[src/rtl/epr_pkg.sv]
package epr_pkg;

  typedef enum logic [1:0] {
    PH_READY   = 2'd0,
    PH_RUNNING = 2'd1,
    PH_DONE    = 2'd2,
    PH_ERROR   = 2'd3
  } phase_e;

  typedef enum logic [1:0] {
    CFG_CLOCKS_PER_US = 2'd0,
    CFG_FILTER_LENGTH = 2'd1,
    CFG_WAIT_LIMIT_US = 2'd2,
    CFG_MAX_RANGE_CM  = 2'd3
  } cfg_idx_e;

  localparam int unsigned CFG_IDX_W  = 2;
  localparam int unsigned CFG_DATA_W = 16;
  localparam int unsigned RESULT_W   = 16;

  typedef struct packed {
    logic [7:0]  clocks_per_us;
    logic [3:0]  filter_length;
    logic [15:0] wait_limit_us;
    logic [10:0] max_range_cm;
  } cfg_t;

  localparam cfg_t CFG_RESET = '{
    clocks_per_us: 8'd48,
    filter_length: 4'd8,
    wait_limit_us: 16'hFFFF,
    max_range_cm:  11'd1000
  };

  // Range = width / 58, done as a reciprocal multiply plus one correction.
  localparam int unsigned CM_DIVISOR  = 58;
  localparam int unsigned RECIP_SHIFT = 28;
  localparam int unsigned CLIP_W      = 22;
  localparam int unsigned RECIP_W     = 23;
  localparam int unsigned PROD_W      = CLIP_W + RECIP_W;
  localparam int unsigned QUOT_W      = PROD_W - RECIP_SHIFT;
  localparam logic [RECIP_W-1:0] RECIP_MULT =
    RECIP_W'((64'd1 << RECIP_SHIFT) / CM_DIVISOR);
  // Smallest width whose range no longer fits in 16 bits.
  localparam logic [31:0] RANGE_SAT_WIDTH = 32'(CM_DIVISOR * 65536);
  localparam logic [RESULT_W-1:0] RESULT_MAX = '1;

endpackage

[src/rtl/epr_ctrl.sv]
module epr_ctrl #(
  parameter int unsigned COUNT_WIDTH = 16
) (
  input  logic                   clk_i,
  input  logic                   rst_ni,
  input  epr_pkg::cfg_t          cfg_i,
  input  logic                   accept_i,
  input  logic                   arm_i,
  input  logic                   echo_level_i,
  output logic                   emit_o,
  output logic                   failed_o,
  output logic [COUNT_WIDTH-1:0] width_o
);

  epr_pkg::phase_e        phase_q, phase_d;
  logic [7:0]             ps_q, ps_d;
  logic [COUNT_WIDTH-1:0] mc_q, mc_d;
  logic [3:0]             fc_q, fc_d;
  logic                   stable_q, stable_d;

  logic [3:0]             flen;
  logic [3:0]             fc_inc;
  logic                   lvl_edge;
  logic [7:0]             div;
  logic [8:0]             ps_inc;
  logic                   us_tick;
  logic                   mc_max;
  logic [COUNT_WIDTH-1:0] mc_inc;
  logic                   wait_hit;

  // Debounce: a new level counts once it has held for filter_length words.
  always_comb begin
    flen     = (cfg_i.filter_length == 4'd0) ? 4'd1 : cfg_i.filter_length;
    fc_inc   = fc_q + 4'd1;
    lvl_edge = 1'b0;
    fc_d     = fc_q;
    stable_d = stable_q;
    if (accept_i) begin
      if (echo_level_i != stable_q) begin
        if (fc_inc >= flen) begin
          stable_d = echo_level_i;
          fc_d     = 4'd0;
          lvl_edge = 1'b1;
        end else begin
          fc_d = fc_inc;
        end
      end else begin
        fc_d = 4'd0;
      end
    end
  end

  always_comb begin
    div      = (cfg_i.clocks_per_us == 8'd0) ? 8'd1 : cfg_i.clocks_per_us;
    ps_inc   = {1'b0, ps_q} + 9'd1;
    us_tick  = ps_inc >= {1'b0, div};
    mc_max   = (mc_q == '1);
    mc_inc   = mc_q + COUNT_WIDTH'(1);
    wait_hit = 32'(mc_inc) >= 32'(cfg_i.wait_limit_us);
  end

  // Next phase
  always_comb begin
    phase_d = phase_q;
    if (accept_i) begin
      if (arm_i) begin
        phase_d = epr_pkg::PH_READY;
      end else begin
        case (phase_q)
          epr_pkg::PH_READY: begin
            if (lvl_edge) begin
              phase_d = epr_pkg::PH_RUNNING;
            end else if (us_tick && (mc_max || wait_hit)) begin
              phase_d = epr_pkg::PH_ERROR;
            end
          end
          epr_pkg::PH_RUNNING: begin
            if (lvl_edge) begin
              phase_d = epr_pkg::PH_DONE;
            end else if (us_tick && mc_max) begin
              phase_d = epr_pkg::PH_ERROR;
            end
          end
          default: ;
        endcase
      end
    end
  end

  // Counters and result strobe
  always_comb begin
    ps_d     = ps_q;
    mc_d     = mc_q;
    emit_o   = 1'b0;
    failed_o = 1'b0;
    if (accept_i) begin
      if (arm_i) begin
        ps_d = 8'd0;
        mc_d = '0;
      end else begin
        case (phase_q)
          epr_pkg::PH_READY: begin
            ps_d = us_tick ? 8'd0 : ps_inc[7:0];
            if (lvl_edge) begin
              ps_d = 8'd0;
              mc_d = '0;
            end else if (us_tick) begin
              if (!mc_max) begin
                mc_d = mc_inc;
              end
              emit_o   = mc_max || wait_hit;
              failed_o = mc_max || wait_hit;
            end
          end
          epr_pkg::PH_RUNNING: begin
            ps_d = us_tick ? 8'd0 : ps_inc[7:0];
            if (lvl_edge) begin
              emit_o = 1'b1;
            end else if (us_tick) begin
              if (mc_max) begin
                emit_o   = 1'b1;
                failed_o = 1'b1;
              end else begin
                mc_d = mc_inc;
              end
            end
          end
          default: ;
        endcase
      end
    end
  end

  assign width_o = mc_q;

  always_ff @(posedge clk_i or negedge rst_ni) begin
    if (!rst_ni) begin
      phase_q  <= epr_pkg::PH_READY;
      ps_q     <= 8'd0;
      mc_q     <= '0;
      fc_q     <= 4'd0;
      stable_q <= 1'b0;
    end else begin
      phase_q  <= phase_d;
      ps_q     <= ps_d;
      mc_q     <= mc_d;
      fc_q     <= fc_d;
      stable_q <= stable_d;
    end
  end

endmodule

[src/rtl/epr_scale.sv]
module epr_scale #(
  parameter int unsigned COUNT_WIDTH = 16
) (
  input  logic                             clk_i,
  input  logic                             rst_ni,
  input  logic                             in_valid_i,
  output logic                             in_ready_o,
  input  logic                             failed_i,
  input  logic [COUNT_WIDTH-1:0]           width_i,
  input  logic [10:0]                      max_range_cm_i,
  output logic                             out_valid_o,
  input  logic                             out_ready_i,
  output logic [epr_pkg::RESULT_W-1:0]     range_o,
  output logic [epr_pkg::RESULT_W-1:0]     pulse_o,
  output logic                             failed_o,
  output logic                             in_range_o
);

  logic en1, en2, en3;

  // Stage 1: captured width
  logic                   v1_q;
  logic                   f1_q;
  logic [COUNT_WIDTH-1:0] w1_q;

  // Stage 2: clipped width and reciprocal estimate
  logic                               v2_q;
  logic                               f2_q;
  logic                               big2_q;
  logic [epr_pkg::RESULT_W-1:0]       pulse2_q;
  logic [epr_pkg::CLIP_W-1:0]         clip2_q;
  logic [epr_pkg::QUOT_W-1:0]         q0_2_q;

  // Stage 3: result word
  logic                         v3_q;
  logic [epr_pkg::RESULT_W-1:0] range3_q;
  logic [epr_pkg::RESULT_W-1:0] pulse3_q;
  logic                         f3_q;
  logic                         inr3_q;

  logic [31:0]                  w_ext;
  logic                         big;
  logic [epr_pkg::CLIP_W-1:0]   clip;
  logic [epr_pkg::PROD_W-1:0]   prod;
  logic [epr_pkg::RESULT_W-1:0] pulse_sat;

  logic [epr_pkg::CLIP_W:0]     q0_x58;
  logic [epr_pkg::CLIP_W:0]     rem;
  logic [epr_pkg::QUOT_W-1:0]   quot;
  logic [epr_pkg::RESULT_W-1:0] range_d;
  logic [epr_pkg::RESULT_W-1:0] pulse_d;
  logic                         inr_d;

  assign en3        = !v3_q || out_ready_i;
  assign en2        = !v2_q || en3;
  assign en1        = !v1_q || en2;
  assign in_ready_o = en1;

  always_comb begin
    w_ext     = 32'(w1_q);
    big       = w_ext >= epr_pkg::RANGE_SAT_WIDTH;
    clip      = w_ext[epr_pkg::CLIP_W-1:0];
    prod      = epr_pkg::PROD_W'(clip) * epr_pkg::PROD_W'(epr_pkg::RECIP_MULT);
    pulse_sat = (w_ext > 32'(epr_pkg::RESULT_MAX)) ? epr_pkg::RESULT_MAX
                                                  : w_ext[epr_pkg::RESULT_W-1:0];
  end

  // The estimate is at most one below the true quotient; fix it up here.
  always_comb begin
    q0_x58  = (epr_pkg::CLIP_W+1)'(q0_2_q) * (epr_pkg::CLIP_W+1)'(epr_pkg::CM_DIVISOR);
    rem     = (epr_pkg::CLIP_W+1)'(clip2_q) - q0_x58;
    quot    = q0_2_q + epr_pkg::QUOT_W'(rem >= (epr_pkg::CLIP_W+1)'(epr_pkg::CM_DIVISOR));
    range_d = big2_q ? epr_pkg::RESULT_MAX : quot[epr_pkg::RESULT_W-1:0];
    pulse_d = pulse2_q;
    inr_d   = range_d <= epr_pkg::RESULT_W'(max_range_cm_i);
    if (f2_q) begin
      range_d = epr_pkg::RESULT_MAX;
      pulse_d = '0;
      inr_d   = 1'b0;
    end
  end

  always_ff @(posedge clk_i or negedge rst_ni) begin
    if (!rst_ni) begin
      v1_q <= 1'b0;
      v2_q <= 1'b0;
      v3_q <= 1'b0;
    end else begin
      if (en1) v1_q <= in_valid_i;
      if (en2) v2_q <= v1_q;
      if (en3) v3_q <= v2_q;
    end
  end

  always_ff @(posedge clk_i) begin
    if (en1 && in_valid_i) begin
      f1_q <= failed_i;
      w1_q <= width_i;
    end
    if (en2 && v1_q) begin
      f2_q     <= f1_q;
      big2_q   <= big;
      pulse2_q <= pulse_sat;
      clip2_q  <= clip;
      q0_2_q   <= prod[epr_pkg::PROD_W-1:epr_pkg::RECIP_SHIFT];
    end
    if (en3 && v2_q) begin
      range3_q <= range_d;
      pulse3_q <= pulse_d;
      f3_q     <= f2_q;
      inr3_q   <= inr_d;
    end
  end

  assign out_valid_o = v3_q;
  assign range_o     = range3_q;
  assign pulse_o     = pulse3_q;
  assign failed_o    = f3_q;
  assign in_range_o  = inr3_q;

endmodule

[src/rtl/echo_pulse_range_capture.sv]
// Echo pulse range capture.
// s_axis carries one word per clock tick of the sensor: tdata[0] = arm,
// tdata[1] = raw echo level. A word with arm set restarts a measurement.
// The level is debounced, a prescaler derives microsecond ticks, the first
// filtered edge starts the count and the second ends it.
// m_axis gives one word per finished measurement: pulse width in us, range
// in cm (width / 58), an in-range flag, and tuser = failed on timeout or
// count wrap (range 65535, width 0). After a result, edges are ignored until
// the next arm.
// cfg_we_i / cfg_index_i / cfg_wdata_i write the four setup registers; write
// them only while the block is idle.
// Throughput: one input word per cycle while s_axis_tready is high. The
// result of the word that ends a measurement passes through a three-stage
// width-to-range pipeline (capture, reciprocal multiply, correct) to m_axis.
// Reset: phase ready, counters and filter clear, registers take defaults
// (prescaler divider 48, filter 8, wait 65535 us, max range 1000 cm).
// Stall: the pipeline holds up to three results; s_axis_tready drops only
// when all three stages are full and m_axis_tready is low.
module echo_pulse_range_capture #(
  parameter int unsigned COUNT_WIDTH = 16
) (
  input  logic                           clk_i,
  input  logic                           rst_ni,
  input  logic                           s_axis_tvalid,
  output logic                           s_axis_tready,
  input  logic [7:0]                     s_axis_tdata,  // arm, echo_level
  output logic                           m_axis_tvalid,
  input  logic                           m_axis_tready,
  output logic [39:0]                    m_axis_tdata,  // range_cm, pulse_us, in_range
  output logic                           m_axis_tuser,  // failed
  input  logic                           cfg_we_i,
  input  logic [epr_pkg::CFG_IDX_W-1:0]  cfg_index_i,
  input  logic [epr_pkg::CFG_DATA_W-1:0] cfg_wdata_i
);

  epr_pkg::cfg_t cfg_q, cfg_d;

  logic                         accept;
  logic                         emit;
  logic                         emit_failed;
  logic [COUNT_WIDTH-1:0]       width;
  logic [epr_pkg::RESULT_W-1:0] range_cm;
  logic [epr_pkg::RESULT_W-1:0] pulse_us;
  logic                         in_range;

  always_comb begin
    cfg_d = cfg_q;
    if (cfg_we_i) begin
      case (epr_pkg::cfg_idx_e'(cfg_index_i))
        epr_pkg::CFG_CLOCKS_PER_US: cfg_d.clocks_per_us = cfg_wdata_i[7:0];
        epr_pkg::CFG_FILTER_LENGTH: cfg_d.filter_length = cfg_wdata_i[3:0];
        epr_pkg::CFG_WAIT_LIMIT_US: cfg_d.wait_limit_us = cfg_wdata_i;
        epr_pkg::CFG_MAX_RANGE_CM:  cfg_d.max_range_cm  = cfg_wdata_i[10:0];
        default: ;
      endcase
    end
  end

  always_ff @(posedge clk_i or negedge rst_ni) begin
    if (!rst_ni) begin
      cfg_q <= epr_pkg::CFG_RESET;
    end else begin
      cfg_q <= cfg_d;
    end
  end

  assign accept = s_axis_tvalid && s_axis_tready;

  epr_ctrl #(
    .COUNT_WIDTH (COUNT_WIDTH)
  ) u_ctrl (
    .clk_i        (clk_i),
    .rst_ni       (rst_ni),
    .cfg_i        (cfg_q),
    .accept_i     (accept),
    .arm_i        (s_axis_tdata[0]),
    .echo_level_i (s_axis_tdata[1]),
    .emit_o       (emit),
    .failed_o     (emit_failed),
    .width_o      (width)
  );

  epr_scale #(
    .COUNT_WIDTH (COUNT_WIDTH)
  ) u_scale (
    .clk_i          (clk_i),
    .rst_ni         (rst_ni),
    .in_valid_i     (emit),
    .in_ready_o     (s_axis_tready),
    .failed_i       (emit_failed),
    .width_i        (width),
    .max_range_cm_i (cfg_q.max_range_cm),
    .out_valid_o    (m_axis_tvalid),
    .out_ready_i    (m_axis_tready),
    .range_o        (range_cm),
    .pulse_o        (pulse_us),
    .failed_o       (m_axis_tuser),
    .in_range_o     (in_range)
  );

  assign m_axis_tdata = {7'd0, in_range, pulse_us, range_cm};

endmodule

[config.mk]
export PLATFORM = sky130hd
export DESIGN_NAME = echo_pulse_range_capture
export DESIGN_NICKNAME = d
export VERILOG_FILES = /design/src/rtl/epr_pkg.sv /design/src/rtl/epr_ctrl.sv /design/src/rtl/epr_scale.sv /design/src/rtl/echo_pulse_range_capture.sv
export SDC_FILE = /design/constraint.sdc
export NUM_CORES = 1
export LEC_CHECK = 0
export BUFFER_PORTS_ARGS = -buffer_cell sky130_fd_sc_hd__buf_2
export CAP_MARGIN = 20
export CORE_MARGIN = 3
export CORE_UTILIZATION = 30
export CTS_CLUSTER_SIZE = 30
export DETAILED_ROUTE_END_ITERATION = 6
export HOLD_SLACK_MARGIN = 0.15
export PLACE_DENSITY = 0.53
export SKIP_LAST_GASP = 1
export SLEW_MARGIN = 10
export SYNTH_ARGS = -nofsm -noshare
export SYNTH_HDL_FRONTEND = slang
export SYNTH_SLANG_ARGS = --single-unit
[constraint.sdc]
create_clock -name clk_i -period 9.16 [get_ports clk_i]
set_clock_uncertainty 0.2 [all_clocks]
set_input_delay 0.458 -clock clk_i [delete_from_list [all_inputs] [get_ports clk_i]]
set_output_delay 0.458 -clock clk_i [all_outputs]
set_load 0.005 [all_outputs]
**Word level (Yosys, flattened, before mapping)**

Index checks and enable logic that the tools add are counted.
W data, S select, Z words.

- Input port bits: 31
- Register bits after elaboration: 152
- Logic and storage cells: 103
- Output and inout port bits: 43

- Bitwise gates (word level): 1
- Reduce and logical (&&, ||, !) cells: 27
- Multipliers: 2
- Eq/ne operators: 9
- Add/sub/neg operators: 5
- Multiplexer cells: 33
- Order comparisons: 5

Operators with widths:

| cell | number |
|---|---|
| $mux W16 | 5 |
| $mul A16 B23 Y39 const B | 1 |
| $mux W8 | 4 |
| $pmux W16 S2 | 1 |
| $ge A23 B6 Y1 const B | 1 |
| $sub A16 B23 Y23 | 1 |
| $add A16 B1 Y16 const B | 1 |
| $eq A16 B16 Y1 const B | 1 |
| $ge A16 B16 Y1 | 1 |
| $le A16 B11 Y1 | 1 |
| $mul A11 B5 Y16 const B | 1 |
| $pmux W8 S2 | 1 |
| $add A11 B1 Y12 | 1 |
| $mux W4 | 3 |
| $mux W1 | 11 |
| $mux W2 | 5 |
| $reduce_and A2 Y1 | 5 |
| $add A8 B1 Y9 const B | 1 |
| $ge A9 B8 Y1 | 1 |
| $logic_not A8 Y1 | 1 |
| $ne A4 B2 Y1 const B | 2 |
| $logic_and A1 B1 Y1 | 6 |
| $reduce_and A3 Y1 | 2 |
| $add A4 B1 Y4 const B | 1 |
| 15 further kinds | 24 |

**Longest topological paths before layout**

- Depth after elaboration: 11
- Mapped depth: 37
- Depth with buffers taken out: 37

**By module**

Synthesis repeated with hierarchy kept, for this count alone.

- Cell total of the unflattened synthesis: 1348
- Area, all modules: 14999.4 um^2

By module, submodules not included:

| module | times used | cells an instance | seq. area each (um^2) | area each (um^2) |
|---|---|---|---|---|
| epr_scale | 1 | 943 | 2357.3 | 10680.2 |
| epr_ctrl | 1 | 311 | 775.7 | 2732.6 |
| echo_pulse_range_capture | 1 | 94 | 1007.2 | 1586.5 |

**Worst setup path after synthesis**

OpenSTA, ideal clock, no wires.

- Path type: register -> register
- Start point: register u_scale.q0_2_q[1] in the netlist's numbering
- End point: register u_scale.inr3_q (netlist: u_scale.in_range_o) (data pin)
- Period minus slack after synthesis: 7.088 ns
- Required time: 8.772 ns
- Library setup time: 0.188 ns
- Setup slack: 2.072 ns
- Path buffers: 0
- Arrival time: 6.700 ns
- Stages on the path, launching flop included: 38
- Path through: edfxtp_1 > inv_1 > fa_1 > inv_1 > ha_1 > fa_1 > ha_1 > a21oi_1 > o21ai_0 > a21oi_1 > nor2b_1 > o21a_1 > o21a_1 > o21a_1 > o41a_1 > xnor2_1 > ha_1 > nor2_1 > [2 not listed] > a21oi_1 > o22ai_1 > nand4_1 > nor3_1 > nand4_1 > ha_1 > xor2_1 > ha_1 > nor2b_1 > o21a_1 > o21a_1 > o21ai_0 > nand2b_1 > a21oi_1 > nor2b_1 > o21ai_0 > a21oi_1 > o41ai_1

- Word-level cells in the longest chain between the ends: 5

RTL lines:

| element | line | RTL |
|---|---|---|
| start, declared | epr_scale.sv:32 | `logic [epr_pkg::QUOT_W-1:0] q0_2_q;` |
| start signal, assigned | epr_scale.sv:105 | `q0_2_q <= prod[epr_pkg::PROD_W-1:epr_pkg::RECIP_SHIFT];` |
| $mul A11 B5 Y16 | epr_scale.sv:70 | `q0_x58 = (epr_pkg::CLIP_W+1)'(q0_2_q) * (epr_pkg::CLIP_W+1)'(epr_pkg::CM_DIVISOR);` |
| $sub A16 B23 Y23 | epr_scale.sv:71 | `rem = (epr_pkg::CLIP_W+1)'(clip2_q) - q0_x58;` |
| $ge A23 B6 Y1 | epr_scale.sv:72 | `quot = q0_2_q + epr_pkg::QUOT_W'(rem >= (epr_pkg::CLIP_W+1)'(epr_pkg::CM_DIVISOR));` |
| $add A11 B1 Y12 * | epr_scale.sv:72 |  |
| net u_scale.quot (one bit) | epr_scale.sv:49 | `logic [epr_pkg::QUOT_W-1:0] quot;` |
| $le A16 B11 Y1 * | epr_scale.sv:75 | `inr_d = range_d <= epr_pkg::RESULT_W'(max_range_cm_i);` |
| end signal, assigned | epr_scale.sv:111 | `inr3_q <= inr_d;` |
| end, declared | epr_scale.sv:39 | `logic inr3_q;` |

The timed path passes the listed nets; every way through them passes the cells marked *.
A chain may end at the register's enable or synchronous reset.

**Worst setup path in the final report**

Ends and elaborated chain as after synthesis.

==> flow_summary.json <==
{
  "cts_buffers": 17,
  "crit_type": "flop to flop",
  "clk-insertion-delay-late_ps": 440,
  "synthFlopType": "edfxtp_1",
  "nets": 1851,
  "dieArea_um2": 51500,
  "period_share_pct": 85.9,
  "dp_slack_ps": 1280,
  "status": "finished, final reports clean",
  "clk_pin_slew_worst_paths_ps": 70,
  "worstMarginPinSlew_ps": 946,
  "final_hold_viol_count": 0,
  "p_leak_uw": 0.00807,
  "worstPathRequired_ps": 9200,
  "syn_area_per_cell_um2": 10.9,
  "antenna_found_initial": 0,
  "synth_area_um2": 14600,
  "ios": 74,
  "grt_use_total_pct": 13.2,
  "initial_core_util_pct": 30.5,
  "layout_common_cells": "ha_1 (253), inv_1 (233), fa_1 (141), edfxtp_1 (76), nand2_1 (68)",
  "crit_start": "u_scale.q0_2_q[1]",
  "slew_headroom_pct": 36.9,
  "clk_path_buf_depth": 2,
  "die_x_um": 227,
  "die_h_um": 227,
  "period_minus_slack_ps": 7870,
  "cts_tree": "built",
  "rsz0062_at_grt": "false",
  "grt_pass1_vias": 10143,
  "rows": 80,
  "grt.overflow.total": 0,
  "grt_max_degree": 74,
  "final.setup.tns_ps": 0,
  "ctsHoldBuffers": 19,
  "cts_setup_buffers": 0,
  "drive_above_1_share_pct": 13.2,
  "syn_to_final_growth_pct": 12.1,
  "routed_wirelength_um": 31600,
  "power.density_nw_per_um2": 106,
  "first_pass_iters": 4,
  "crit_buf_inv": 2,
  "reg2reg_depth": 37,
  "routabilityCongestion": 0.840,
  "clock_sinks": 149,
  "synth_warnings": 0,
  "via_per_inst": 4.57,
  "cp-endpoint": "u_scale.in_range_o",
  "syn_inst": 1339,
  "irDropWorstVdd_v": 0.0000844,
  "grt_first_pass_wirelength_um": 53200,
  "rrSetupSlack_ps": 1290,
  "fmax_mhz": 127,
  "slowest_delay_ps": 570,
  "slew_viol_final": 0,
  "finalWorstSetupSlack_ps": 1290,
  "cp.depth": 37,
  "worstSetupEndpointType": "flop",
  "drc": 0,
  "cts-resized-gates": 0,
  "worstReg2RegStart": "u_scale.q0_2_q[1]",
  "worstPathMaxFanout": 8,
  "via_count": 9392,
  "layout_commonest_cell": "ha_1",
  "antenna_left": 0,
  "start_kind": "flop",
  "netlist-cell-type-count": 64,
  "yosys_register_bits": 149,
  "cts_root_buf": "clkbuf_16",
  "htreeDepth": 4,
  "hold_class": "primary input to flop",
  "crit_top_cell": "a21oi_1",
  "crit_slowest_cell": "edfxtp_1",
  "ys_async_sr_fraction_pct": 49.0,
  "maxCapViolCount": 0,
  "core-area_um2": 47900,
  "drtIter0Drc": 469,
  "arrival_ps": 7920,
  "portBuffers": 60,
  "post_drt_wl_per_cell_um": 15.4,
  "setup_violations": 0,
  "ys_seq_area_share_pct": 28.3,
  "synth_edf_count": 76,
  "cpLargestDelayFamily": "compound AO/OA/AOI/OAI gates",
  "reg2reg_to": "u_scale.in_range_o",
  "post-route-util_pct": 34.2,
  "antenna_cells": 0,
  "dp_hpwl_um": 25900,
  "fill_cells": 4800
}
==> cell type report <==
type / count / area, um2 / area share [%]
well taps: 615 / 769 / 4.69
inverters: 233 / 875 / 5.33
multi-input cells: 940 / 9500 / 57.9
flip-flops and latches: 149 / 4140 / 25.2
clock inverters: 15 / 159 / 0.969
repair buffers: 85 / 536 / 3.26
clock buffers: 17 / 425 / 2.59
==> tightest hold or removal path, cell delays in order <==
cell and delay [ps]:
buf_2 130, nand2_1 110, nand2_1 60, nand2_1 60
==> cell usage after synthesis, types with 4 or more instances <==
cell | number | area share (%)
a21oi_1 | 44 | 1.5
o21ai_0 | 42 | 1.4
xnor2_1 | 37 | 2.2
nand4_1 | 11 | 0.47
o21ai_1 | 7 | 0.24
mux2_2 | 33 | 2.5
o21a_1 | 11 | 0.56
dfstp_2 | 25 | 4.5
ha_1 | 253 | 22
o31ai_1 | 4 | 0.21
nand2b_1 | 18 | 0.77
nor3_1 | 19 | 0.65
inv_1 | 233 | 6.0
a21o_1 | 21 | 1.1
and3_4 | 4 | 0.31
xor2_1 | 36 | 2.2
and3_1 | 9 | 0.38
nor2b_1 | 23 | 0.98
nand2_1 | 68 | 1.7
clkbuf_1 | 9 | 0.23
edfxtp_1 | 76 | 16
nand3_1 | 22 | 0.75
fa_1 | 141 | 19
a211oi_1 | 8 | 0.41
buf_4 | 11 | 0.56
or2_2 | 15 | 0.64
dfrtp_1 | 48 | 8.2
nor2_1 | 54 | 1.4
==> worst min-delay path by stage <==
stage               slack, ps            start  cells after the start                 to
floorplan                 -40           rst_ni                      0           cfg_q[0]
detailed placement        280     u_scale.f1_q                      0       u_scale.f2_q
CTS                       190  s_axis_tdata[0]                      4  u_ctrl.phase_q[1]
finish                    210  s_axis_tdata[0]                      4  u_ctrl.phase_q[1]
global placement          270     u_scale.f1_q                      0       u_scale.f2_q
global route              220  s_axis_tdata[0]                      4  u_ctrl.phase_q[1]
==> flip-flops by register name, indices dropped and copies added, names as in the netlist, 4 cells and up <==
signal / count
cfg_q: 39
u_ctrl.fc_q: 4
u_ctrl.ps_q: 8
u_ctrl.width_o: 16
u_scale.pulse2_q: 16
u_scale.pulse_o: 16
u_scale.pulse_sat: 16
u_scale.q0_2_q: 11
u_scale.range_o: 13
==> per-layer routing <==
layer / share of wire (%) / track usage (%)
met5: 0 / 0
met4: 1.3 / 3.06
met3: 2.6 / 2.08
met2: 47 / 21.8
met1: 49 / 18.3
==> power by group <==
group          leakage [uW]  total [uW]  internal, uW  switching [uW]
Combinational       0.00618         264           125             138
Sequential          0.00160         788           758            30.2
Clock              0.000283         692           364             328
Total               0.00807        1740          1250             497
==> cells by family (layout without fill, tap and decap cells) <==
logic type,count (synthesis),in the layout,synth area share [%]
buffers and inverters,256,350,6.98
muxes,35,35,2.68
and+or+nand+nor,263,263,9.29
AOI/OAI and AO/OA,168,168,7.45
other,1,7,0.0256
xor gates and xnor gates,73,73,4.37
DFF,149,149,28.3
adders and majority gates,394,394,40.9
==> stage by stage <==
| step | std cells | power, uW | hold slack, ps | cell area [um2] |
|---|---|---|---|---|
| 6_report | 2054 | 1740 | 213 | 16400 |
| 5_1_grt | 2054 | 1840 | 217 | 16400 |
| 4_1_cts | 2054 | 1770 | 185 | 16400 |
| 3_5_place_dp | 2003 | 1060 | 278 | 15600 |
| 3_3_place_gp | 2003 | 1050 | 275 | 15600 |
| 2_1_floorplan | 1345 | 988 | -37.6 | 14700 |
No activity file was read; power rests on OpenSTA's default activity.
